### src/sv/assert_macros.svh
// assertion helpers
`ifndef ASSERT_MACROS_SVH
`define ASSERT_MACROS_SVH

`define CEM_ASSERT_IMPL(lbl, clk, rst, pre, post) \
   lbl: assert property (@(posedge clk) disable iff (rst) (pre) |-> (post)) \
      else $error("assertion violated");

`define CEM_ASSERT_NEXT(lbl, clk, rst, pre, post) \
   lbl: assert property (@(posedge clk) disable iff (rst) (pre) |=> (post)) \
      else $error("assertion violated");

`endif

### src/sv/cem_pkg.sv
package cem_pkg;

   localparam int FRAC_BITS_DEF  = 16;
   localparam int WORD_WIDTH_DEF = 32;
   localparam int FIELD_W        = 32;
   localparam int LIMB_W         = 32;
   localparam int LIMB_IDX_W     = 3;
   localparam int NPARAM         = 20;
   localparam int IDX_W          = 5;
   localparam int STEPS          = 24;
   localparam int STEP_W         = 5;

   localparam logic [IDX_W-1:0] MASS_A_IDX = 5'd0;
   localparam logic [IDX_W-1:0] INER_A_IDX = 5'd1;
   localparam logic [IDX_W-1:0] MASS_B_IDX = 5'd10;
   localparam logic [IDX_W-1:0] INER_B_IDX = 5'd11;

   localparam int REQ_TDATA_W = 328;
   localparam int OFS_PIDX    = 0;
   localparam int OFS_PVAL    = 5;
   localparam int OFS_ARM_A   = 37;
   localparam int OFS_ARM_B   = 133;
   localparam int OFS_DIR     = 229;

   localparam logic MODE_WRITE = 1'b0;
   localparam logic MODE_EVAL  = 1'b1;

   typedef enum logic [3:0] {
      X_R0, X_R1, X_R2, X_C0, X_C1, X_C2, X_T0, X_T1, X_T2, X_U0, X_U1, X_U2
   } xsel_type;

   typedef enum logic [3:0] {
      W_N0, W_N1, W_N2, W_R0, W_R1, W_R2,
      W_I0, W_I1, W_I2, W_I3, W_I4, W_I5, W_I6, W_I7, W_I8
   } wsel_type;

   typedef enum logic [3:0] {
      D_C0, D_C1, D_C2, D_T0, D_T1, D_T2, D_U0, D_U1, D_U2, D_K
   } dsel_type;

   typedef struct packed {
      xsel_type x;
      wsel_type w;
      logic     sub;
      dsel_type d;
      logic     last;
   } ustep_type;

   typedef struct packed {
      logic                  write;
      logic                  capture;
      logic                  init;
      logic                  issue;
      ustep_type             op;
      logic                  body;
      logic [LIMB_IDX_W-1:0] limb;
      logic                  last_limb;
      logic                  rnd;
      logic                  sat;
   } cmd_type;

   typedef struct packed {
      logic rsp_busy;
   } sts_type;

   function automatic ustep_type ustep(logic [STEP_W-1:0] idx);
      ustep_type s;
      case (idx)
         5'd0:    s = '{X_R1, W_N2, 1'b0, D_C0, 1'b0};
         5'd1:    s = '{X_R2, W_N1, 1'b1, D_C0, 1'b1};
         5'd2:    s = '{X_R2, W_N0, 1'b0, D_C1, 1'b0};
         5'd3:    s = '{X_R0, W_N2, 1'b1, D_C1, 1'b1};
         5'd4:    s = '{X_R0, W_N1, 1'b0, D_C2, 1'b0};
         5'd5:    s = '{X_R1, W_N0, 1'b1, D_C2, 1'b1};
         5'd6:    s = '{X_C0, W_I0, 1'b0, D_T0, 1'b0};
         5'd7:    s = '{X_C1, W_I3, 1'b0, D_T0, 1'b0};
         5'd8:    s = '{X_C2, W_I6, 1'b0, D_T0, 1'b1};
         5'd9:    s = '{X_C0, W_I1, 1'b0, D_T1, 1'b0};
         5'd10:   s = '{X_C1, W_I4, 1'b0, D_T1, 1'b0};
         5'd11:   s = '{X_C2, W_I7, 1'b0, D_T1, 1'b1};
         5'd12:   s = '{X_C0, W_I2, 1'b0, D_T2, 1'b0};
         5'd13:   s = '{X_C1, W_I5, 1'b0, D_T2, 1'b0};
         5'd14:   s = '{X_C2, W_I8, 1'b0, D_T2, 1'b1};
         5'd15:   s = '{X_T1, W_R2, 1'b0, D_U0, 1'b0};
         5'd16:   s = '{X_T2, W_R1, 1'b1, D_U0, 1'b1};
         5'd17:   s = '{X_T2, W_R0, 1'b0, D_U1, 1'b0};
         5'd18:   s = '{X_T0, W_R2, 1'b1, D_U1, 1'b1};
         5'd19:   s = '{X_T0, W_R1, 1'b0, D_U2, 1'b0};
         5'd20:   s = '{X_T1, W_R0, 1'b1, D_U2, 1'b1};
         5'd21:   s = '{X_U0, W_N0, 1'b0, D_K, 1'b1};
         5'd22:   s = '{X_U1, W_N1, 1'b0, D_K, 1'b1};
         5'd23:   s = '{X_U2, W_N2, 1'b0, D_K, 1'b1};
         default: s = '{X_R0, W_N0, 1'b0, D_K, 1'b1};
      endcase
      return s;
   endfunction

endpackage

### src/sv/cem_ctrl.sv
`include "assert_macros.svh"

module cem_ctrl #(
   parameter int WORD_WIDTH = cem_pkg::WORD_WIDTH_DEF
) (
   input  logic             clock,
   input  logic             reset,
   input  logic             req_tvalid,
   input  logic             req_tuser,
   output logic             req_tready,
   input  cem_pkg::sts_type sts,
   output cem_pkg::cmd_type cmd
);

   localparam int LW  = cem_pkg::LIMB_W;
   localparam int L_R = (WORD_WIDTH + LW - 1) / LW;
   localparam int L_C = (2 * WORD_WIDTH + 2 + LW - 1) / LW;
   localparam int L_T = (3 * WORD_WIDTH + 4 + LW - 1) / LW;
   localparam int L_U = (4 * WORD_WIDTH + 6 + LW - 1) / LW;

   typedef enum logic [5:0] {
      S_IDLE  = 6'b000001,
      S_INIT  = 6'b000010,
      S_RUN   = 6'b000100,
      S_DRAIN = 6'b001000,
      S_RND   = 6'b010000,
      S_SAT   = 6'b100000
   } state_type;

   state_type                             state_ff, state_in;
   logic [cem_pkg::STEP_W-1:0]            step_ff, step_in;
   logic [cem_pkg::LIMB_IDX_W-1:0]        limb_ff, limb_in;
   logic                                  body_ff, body_in;
   cem_pkg::ustep_type                    op;
   logic [cem_pkg::LIMB_IDX_W-1:0]        limb_top;

   always_comb begin
      op = cem_pkg::ustep(step_ff);
      case (op.x)
         cem_pkg::X_R0, cem_pkg::X_R1, cem_pkg::X_R2: limb_top = cem_pkg::LIMB_IDX_W'(L_R - 1);
         cem_pkg::X_C0, cem_pkg::X_C1, cem_pkg::X_C2: limb_top = cem_pkg::LIMB_IDX_W'(L_C - 1);
         cem_pkg::X_T0, cem_pkg::X_T1, cem_pkg::X_T2: limb_top = cem_pkg::LIMB_IDX_W'(L_T - 1);
         cem_pkg::X_U0, cem_pkg::X_U1, cem_pkg::X_U2: limb_top = cem_pkg::LIMB_IDX_W'(L_U - 1);
         default:                                     limb_top = cem_pkg::LIMB_IDX_W'(L_R - 1);
      endcase
   end

   assign req_tready = (state_ff == S_IDLE);

   always_comb begin
      state_in      = state_ff;
      step_in       = step_ff;
      limb_in       = limb_ff;
      body_in       = body_ff;
      cmd           = '0;
      cmd.op        = op;
      cmd.body      = body_ff;
      cmd.limb      = limb_ff;
      cmd.last_limb = (limb_ff == limb_top);
      case (state_ff)
         S_IDLE: begin
            if (req_tvalid) begin
               if (req_tuser == cem_pkg::MODE_WRITE) begin
                  cmd.write = 1'b1;
               end else begin
                  cmd.capture = 1'b1;
                  state_in    = S_INIT;
               end
            end
         end
         S_INIT: begin
            cmd.init = 1'b1;
            step_in  = '0;
            limb_in  = '0;
            body_in  = 1'b0;
            state_in = S_RUN;
         end
         S_RUN: begin
            cmd.issue = 1'b1;
            if (limb_ff != limb_top) begin
               limb_in = limb_ff + 1'b1;
            end else begin
               limb_in = '0;
               if (step_ff == cem_pkg::STEP_W'(cem_pkg::STEPS - 1)) begin
                  step_in = '0;
                  if (body_ff) begin
                     state_in = S_DRAIN;
                  end else begin
                     body_in = 1'b1;
                  end
               end else begin
                  step_in = step_ff + 1'b1;
               end
            end
         end
         S_DRAIN: begin
            state_in = S_RND;
         end
         S_RND: begin
            cmd.rnd  = 1'b1;
            state_in = S_SAT;
         end
         S_SAT: begin
            if (!sts.rsp_busy) begin
               cmd.sat  = 1'b1;
               state_in = S_IDLE;
            end
         end
         default: begin
            state_in = S_IDLE;
         end
      endcase
   end

   always_ff @(posedge clock) begin
      if (reset) begin
         state_ff <= S_IDLE;
         step_ff  <= '0;
         limb_ff  <= '0;
         body_ff  <= 1'b0;
      end else begin
         state_ff <= state_in;
         step_ff  <= step_in;
         limb_ff  <= limb_in;
         body_ff  <= body_in;
      end
   end

   `CEM_ASSERT_IMPL(a_sat_slot_free, clock, reset, cmd.sat, !sts.rsp_busy)
   `CEM_ASSERT_IMPL(a_step_range, clock, reset, state_ff == S_RUN, step_ff < cem_pkg::STEP_W'(cem_pkg::STEPS))
   `CEM_ASSERT_IMPL(a_limb_range, clock, reset, state_ff == S_RUN, limb_ff <= limb_top)
   `CEM_ASSERT_NEXT(a_run_to_drain, clock, reset, state_ff == S_RUN && body_ff && cmd.last_limb && step_ff == cem_pkg::STEP_W'(cem_pkg::STEPS - 1), state_ff == S_DRAIN)

endmodule

### config.mk
export PLATFORM = sky130hd
export DESIGN_NAME = cem_ctrl
export DESIGN_NICKNAME = d
export VERILOG_FILES = /design/src/sv/cem_pkg.sv /design/src/sv/cem_ctrl.sv
export VERILOG_INCLUDE_DIRS = /design/src /design/src/sv
export SDC_FILE = /design/constraint.sdc
export NUM_CORES = 1
export LEC_CHECK = 0
export CAP_MARGIN = 0
export CORE_MARGIN = 5
export CORE_UTILIZATION = 55
export DETAILED_ROUTE_END_ITERATION = 10
export DONT_BUFFER_PORTS = 1
export PLACE_DENSITY_LB_ADDON = 0.15
export SLEW_MARGIN = 20
export SYNTH_ARGS = -nofsm -noshare
export SYNTH_HDL_FRONTEND = slang
export SYNTH_SLANG_ARGS = --single-unit
export TNS_END_PERCENT = 10
### constraint.sdc
create_clock -name clock -period 9.1 [get_ports clock]
set_clock_uncertainty 0.2 [all_clocks]
set_input_delay 1.365 -clock clock [delete_from_list [all_inputs] [get_ports clock]]
set_output_delay 1.365 -clock clock [all_outputs]
set_load 0.005 [all_outputs]
Word-level counts from Yosys, hierarchy flattened:

Memories as Yosys holds them, arrays and structs flattened. A register that Yosys moved wholly into a read port is not among the register bits.
Cells that the tools add are included.

* reductions and logical operators: 4
* equality and inequality tests: 15
* add/subtract/negate cells: 2
* muxes and demuxes: 26

Operators by type and width (count)
* $mux 6: 6
* $pmux 6 s6: 1
* $mux 5: 4
* $ne 2x2->1 const B: 6
* $pmux 5 s2: 1
* $mux 1: 9
* $eq 6x1->1 const B: 1
* $eq 6x2->1 const B: 1
* $eq 6x3->1 const B: 1
* $eq 6x4->1 const B: 1
* $eq 6x5->1 const B: 1
* $eq 6x6->1 const B: 1
* $pmux 3 s2: 1
* $reduce_and 6->1: 1
* $add 5x1->5 const B: 1
* $eq 5x5->1 const B: 1
* $mux 2: 2
* $add 3x1->3 const B: 1
* $eq 3x3->1: 1
* $mux 3: 1
* $ne 3x3->1: 1
* $reduce_and 3->1: 1
* $pmux 1 s2: 1
* $reduce_and 2->1: 1
* $reduce_bool 2->1: 1

* ROM bits: 496
* input bits: 5
* output and inout bits: 26
* memories kept: 2
* register bits after elaboration: 15
* logic and storage cells: 53

Memory list
* (no name shown): depth 32, bits a word 14, rd ports 1, clocked after Yosys merged registers in 1, write ports 0, line cem_pkg.sv:68 `case (idx)`
* (no name shown): depth 16, bits a word 3, rd ports 1, clocked after Yosys merged registers in 0, write ports 0, line cem_ctrl.sv:39 `case (op.x)`

Depth between registers and ports, before layout:

* depth in word-level cells: 6
* gate-level depth with buffers: 13
* depth with buffers taken out: 12

Worst setup path after synthesis:

Ideal clock, no wire load.

* kind: register to register
* start point: reg op[13] (netlist name)
* end point: reg op[11] (netlist name)
* setup slack: 5.872 ns
* required time: 8.771 ns
* buffers on the path: 1
* clock period less this slack: 3.228 ns
* cell stages (with the launch flop): 13
* arrival time: 2.899 ns
* library setup time: 0.129 ns
* path through: dfxtp_1 > and3b_1 > o32a_1 > a22o_1 > inv_2 > a21oi_1 > a311o_1 > ha_1 > buf_1 > nor2_1 > a22o_1 > a32oi_1 > o211ai_1

* longest elaborated chain between the ends: 6

Ends and longest elaborated chain
* $mem_v2 16x3
* $ne 3x3->1: line cem_ctrl.sv:80 `if (limb_ff != limb_top) begin`
* $ne 2x2->1 (no line)
* $reduce_and 2->1 (no line)
* $mux 5 (no line) (2 in series)

No other way between the ends.
A chain may end at the register's enable or synchronous reset.

==> flow_results.org <==
** Outcome
- Run status :: finished, final reports clean

** Timing
- Setup slack on the critical path of the routed design comes to roughly 5.6 ns.
- For the pin with the worst max-slew slack, the measured transition is 0.753 ns.
- Achievable Freq :: 0.290 GHz
- Setup repair after global routing left no endpoint under its margin.
- Dividing the final minimum period by the clock period gives 0.379.
- Sum Neg Setup Slack :: 0 ns
- Setup violations remaining at the end of the flow were counted as 0.
- Number of hold violations in the final report :: 0
- The count of pins over their slew limit came to 0.
- The worst pin sits at a relative slew slack of 0.498.
- Shortest clock period the worst path allows after layout :: 3.45 ns

** CTS
- Buffers inserted to repair hold after CTS numbered 0.
- The number of gates resized after CTS was 0.
- Clock-pin slew was measured on the worst setup and hold paths at roughly 0.10 ns.
- The clock passes through at most 2 buffers.
- The H-tree generated during clock tree synthesis spans 2 levels.
- TritonCTS built the clock tree.
- For the worst-skew pair, the clock arrives at the later sink with an insertion delay of 0.33 ns.
- In this run the clock root is driven by a sky130_fd_sc_hd__clkbuf_4.
- Total CTS buffers :: 5
- Once the clock tree was built, the setup fixing pass inserted 0 buffers.
- CTS Sinks :: 29

** Flow run
- Number of maximum-capacitance constraint violations :: 0

** Power and ir drop
- Pleak :: 0.000814 uW
- The share of total power dissipated in the clock network is 0.349.
- Net switching power figure :: 99.4 uW
- Of the total power, the share spent switching nets is 0.308.
- Combinational fraction of design power :: 0.204
- The internal power of the cells totals 223 uW.
- VDD IR-drop max :: 0.0953 mV
- The share of total power dissipated in sequential elements is 0.448.
- Power spread over the standard cell area amounts to 160 nW/um^2.

** Floorplanning
- Die area :: 4820 um^2
- In this run the vertical extent of the chip is approximately 69 um.
- The die is 69.4 um wide.
- Row count :: 21
- In this run the count of I/O pins placed on the die edge is 31.
- Core area :: 3390 um^2
- For this configuration, the core starts out at a cell density of 0.573.

** Final layout
- The repair_antennas step left the layout with diodes totalling 0.
- Number of nets in the layout :: between 200 and 250
- Fraction of layout instances using a drive strength above 1 :: 0.102
- Area growth, synth to finish :: 3.48%

** Logic synthesis
- Counting instances in the post-synthesis netlist gives the leading cell types as sky130_fd_sc_hd__dfxtp_1 (29), sky130_fd_sc_hd__nor2_1 (27), sky130_fd_sc_hd__nand2_1 (25).
- Async S/R FF share, synth :: 0
- Number of flops mapped to enable cells by yosys :: 0
- In this run the cell area of the synthesized design comes to roughly 1900 um^2.
- Synth Instances :: ~240
- The most common cell in the synthesized netlist is sky130_fd_sc_hd__dfxtp_1.
- Mean area per synthesized cell :: around 8.2 um^2
- Synthesis instantiated 66 different standard cells from the library.
- Primary FF master, synth :: sky130_fd_sc_hd__dfxtp_1
- Flip-flop and latch count after synthesis :: 29
- Synthesis Warnings :: 0
- Sorting the synthesized cells by area gives the leading types as sky130_fd_sc_hd__dfxtp_1 (30%), sky130_fd_sc_hd__ha_1 (5.8%), sky130_fd_sc_hd__nor2_1 (5.2%).
- Post-synth net total :: 251
- Synth area leader :: sky130_fd_sc_hd__dfxtp_1
- Sequential-to-total area share from yosys stat :: 0.299
- The share of synthesized area in the top cell type comes to 0.299.

** GRT
- The first global-routing pass estimated slightly below 8000 um of wire.
- Leftover overflow at the end of global routing :: 0
- Antenna violations before repair :: 0
- For met1 alone, demand over resource in global routing was 0.247.
- Entering global routing, the biggest net connects 25 pins.
- For this run, the total global-route usage over all layers was measured as 0.197.
- Global-route met2 utilization :: 0.321
- Met3 layer usage reported by global route :: 0.0594
- met2 is the most crowded layer.
- Via count of the first global-routing pass :: 1577

** Route
- DRC viols :: 0
- Once detail routing completed, the nets flagged for antenna violations numbered 0.
- Final routed wire length divided by cell count :: 16.2 um
- 1st-iter DRT viols :: approximately 140
- Number of search-and-repair iterations in the first detailed-routing pass :: 4
- After detailed routing, the total wire length is approximately 4500 um.
- The routed layout has 1760 vias.
- After detailed routing, the number of vias per cell comes to ~6.3.

** Hold path
- Min-delay worst type :: flip-flop to flip-flop

** Place
- Estimated wirelength of the detail-placed design :: 3310 um
- During placement, the flow inserted port buffers numbering 0.
- Before CTS, the worst setup slack after placement is 5.72 ns.
- Routability-driven placement finished with a final weighted congestion of 0.902.

** Setup path
- Maximum fanout encountered on the critical timing path :: 6
- The worst setup path is launched from a flip-flop.
- Data on the critical path is required at its endpoint by 7.54 ns.
- The critical path is of the flip-flop to output pin type.
- Arrival time of data at the critical path endpoint :: 1.89 ns
- The worst setup path is captured at an output pin.
==> through the flow <==
step,total power (uW),cells,utilization,hold WS (ns),area [um^2]
after CTS,327,281,0.593,0.383,2010
after floorplan,200,237,-,0.308,1940
after detailed placement,213,273,0.567,0.368,1920
after global routing,346,281,0.593,0.426,2010
final,322,281,0.593,0.374,2010
after global placement,213,273,0.567,0.353,1920
==> sequential cells by signal, summed over array words and instances, names as in the netlist <==
name and count:
body_ff 1, limb_ff 3, op 14, state_ff 6, step_ff 5
==> cells by family (layout without fill, tap and decap cells) <==
kind of cell / count (synthesis) / after routing / synth area share
AOI/OAI and AO/OA: 70 / 70 / 0.282
and+or+nand+nor: 99 / 99 / 0.264
muxes: 3 / 3 / 0.0155
adders and majority gates: 9 / 9 / 0.0580
xor gates and xnor gates: 2 / 2 / 0.00902
DFF: 29 / 29 / 0.299
buffers and inverters: 25 / 23 / 0.0722
==> worst max-delay path, stage by stage, from the launching register on <==
cell	delay (ns)
sky130_fd_sc_hd__dfxtp_1	0.37
sky130_fd_sc_hd__nor2_1	0.22
sky130_fd_sc_hd__nand2_1	0.12
sky130_fd_sc_hd__nor3b_1	0.58
sky130_fd_sc_hd__and3_1	0.27
==> power groups by stage <==
stage	logic (uW)	registers, uW	clock network (uW)
2_1_floorplan	55.1	145	0
3_3_place_gp	65.6	148	0
3_5_place_dp	65.6	147	0
4_1_cts	66.0	144	117
5_1_grt	75.8	146	124
6_report	65.6	144	112
==> path summary, 6_finish.rpt <==
path,from,to,slack [ns],cells past startpoint
worst max-delay path,state_ff[2],cmd[23],5.65,4
worst min-delay path,body_ff,body_ff,0.37,2
worst max register to register,op[13],op[11],5.68,11
worst min register to register,body_ff,body_ff,0.37,2
==> metal layers <==
layer,up-vias,wire (um)
li1,876,-
met1,823,2000
met2,54,2190
met3,7,280
met4,0,68
met5,-,0
==> final cells by class <==
| cell class | count | area, um^2 |
|---|---|---|
| well taps | 46 | 57.6 |
| inverters | 15 | 61.3 |
| clock buffers | 6 | 51.3 |
| multi-input cells | 183 | 1220 |
| clock inverters | 2 | 37.5 |
| flip-flops and latches | 29 | 581 |
| fillers | 313 | 1380 |
==> layout by cell type, fill, tap and decap left out, types with 2 or more instances in the layout <==
master	Yosys	final
sky130_fd_sc_hd__nand3_1	9	9
sky130_fd_sc_hd__a21oi_2	2	2
sky130_fd_sc_hd__a21o_1	3	3
sky130_fd_sc_hd__o21ai_0	4	4
sky130_fd_sc_hd__a22oi_1	4	4
sky130_fd_sc_hd__a211o_1	4	4
sky130_fd_sc_hd__o31a_1	2	2
sky130_fd_sc_hd__nor3b_1	2	2
sky130_fd_sc_hd__inv_2	2	2
sky130_fd_sc_hd__nand3b_1	2	2
sky130_fd_sc_hd__o21ai_1	3	3
sky130_fd_sc_hd__nand2_1	25	25
sky130_fd_sc_hd__a31oi_1	3	3
sky130_fd_sc_hd__dfxtp_1	29	29
sky130_fd_sc_hd__a21oi_1	14	14
sky130_fd_sc_hd__nor2b_1	4	4
sky130_fd_sc_hd__clkbuf_4	0	5
sky130_fd_sc_hd__ha_1	9	9
sky130_fd_sc_hd__o211a_1	2	2
sky130_fd_sc_hd__and3_1	5	5
sky130_fd_sc_hd__mux2i_1	3	3
sky130_fd_sc_hd__o32ai_1	2	2
sky130_fd_sc_hd__a2bb2oi_1	2	2
sky130_fd_sc_hd__or3_1	2	2
sky130_fd_sc_hd__nand4_1	3	3
sky130_fd_sc_hd__a311o_1	2	2
sky130_fd_sc_hd__nor3_1	5	5
sky130_fd_sc_hd__a32oi_1	2	2
sky130_fd_sc_hd__o211ai_1	6	6
sky130_fd_sc_hd__inv_1	12	12
sky130_fd_sc_hd__a22o_1	2	2
sky130_fd_sc_hd__nor2_1	27	27
sky130_fd_sc_hd__and2_1	3	3
Note: power is estimated with default switching activity, not from simulation.
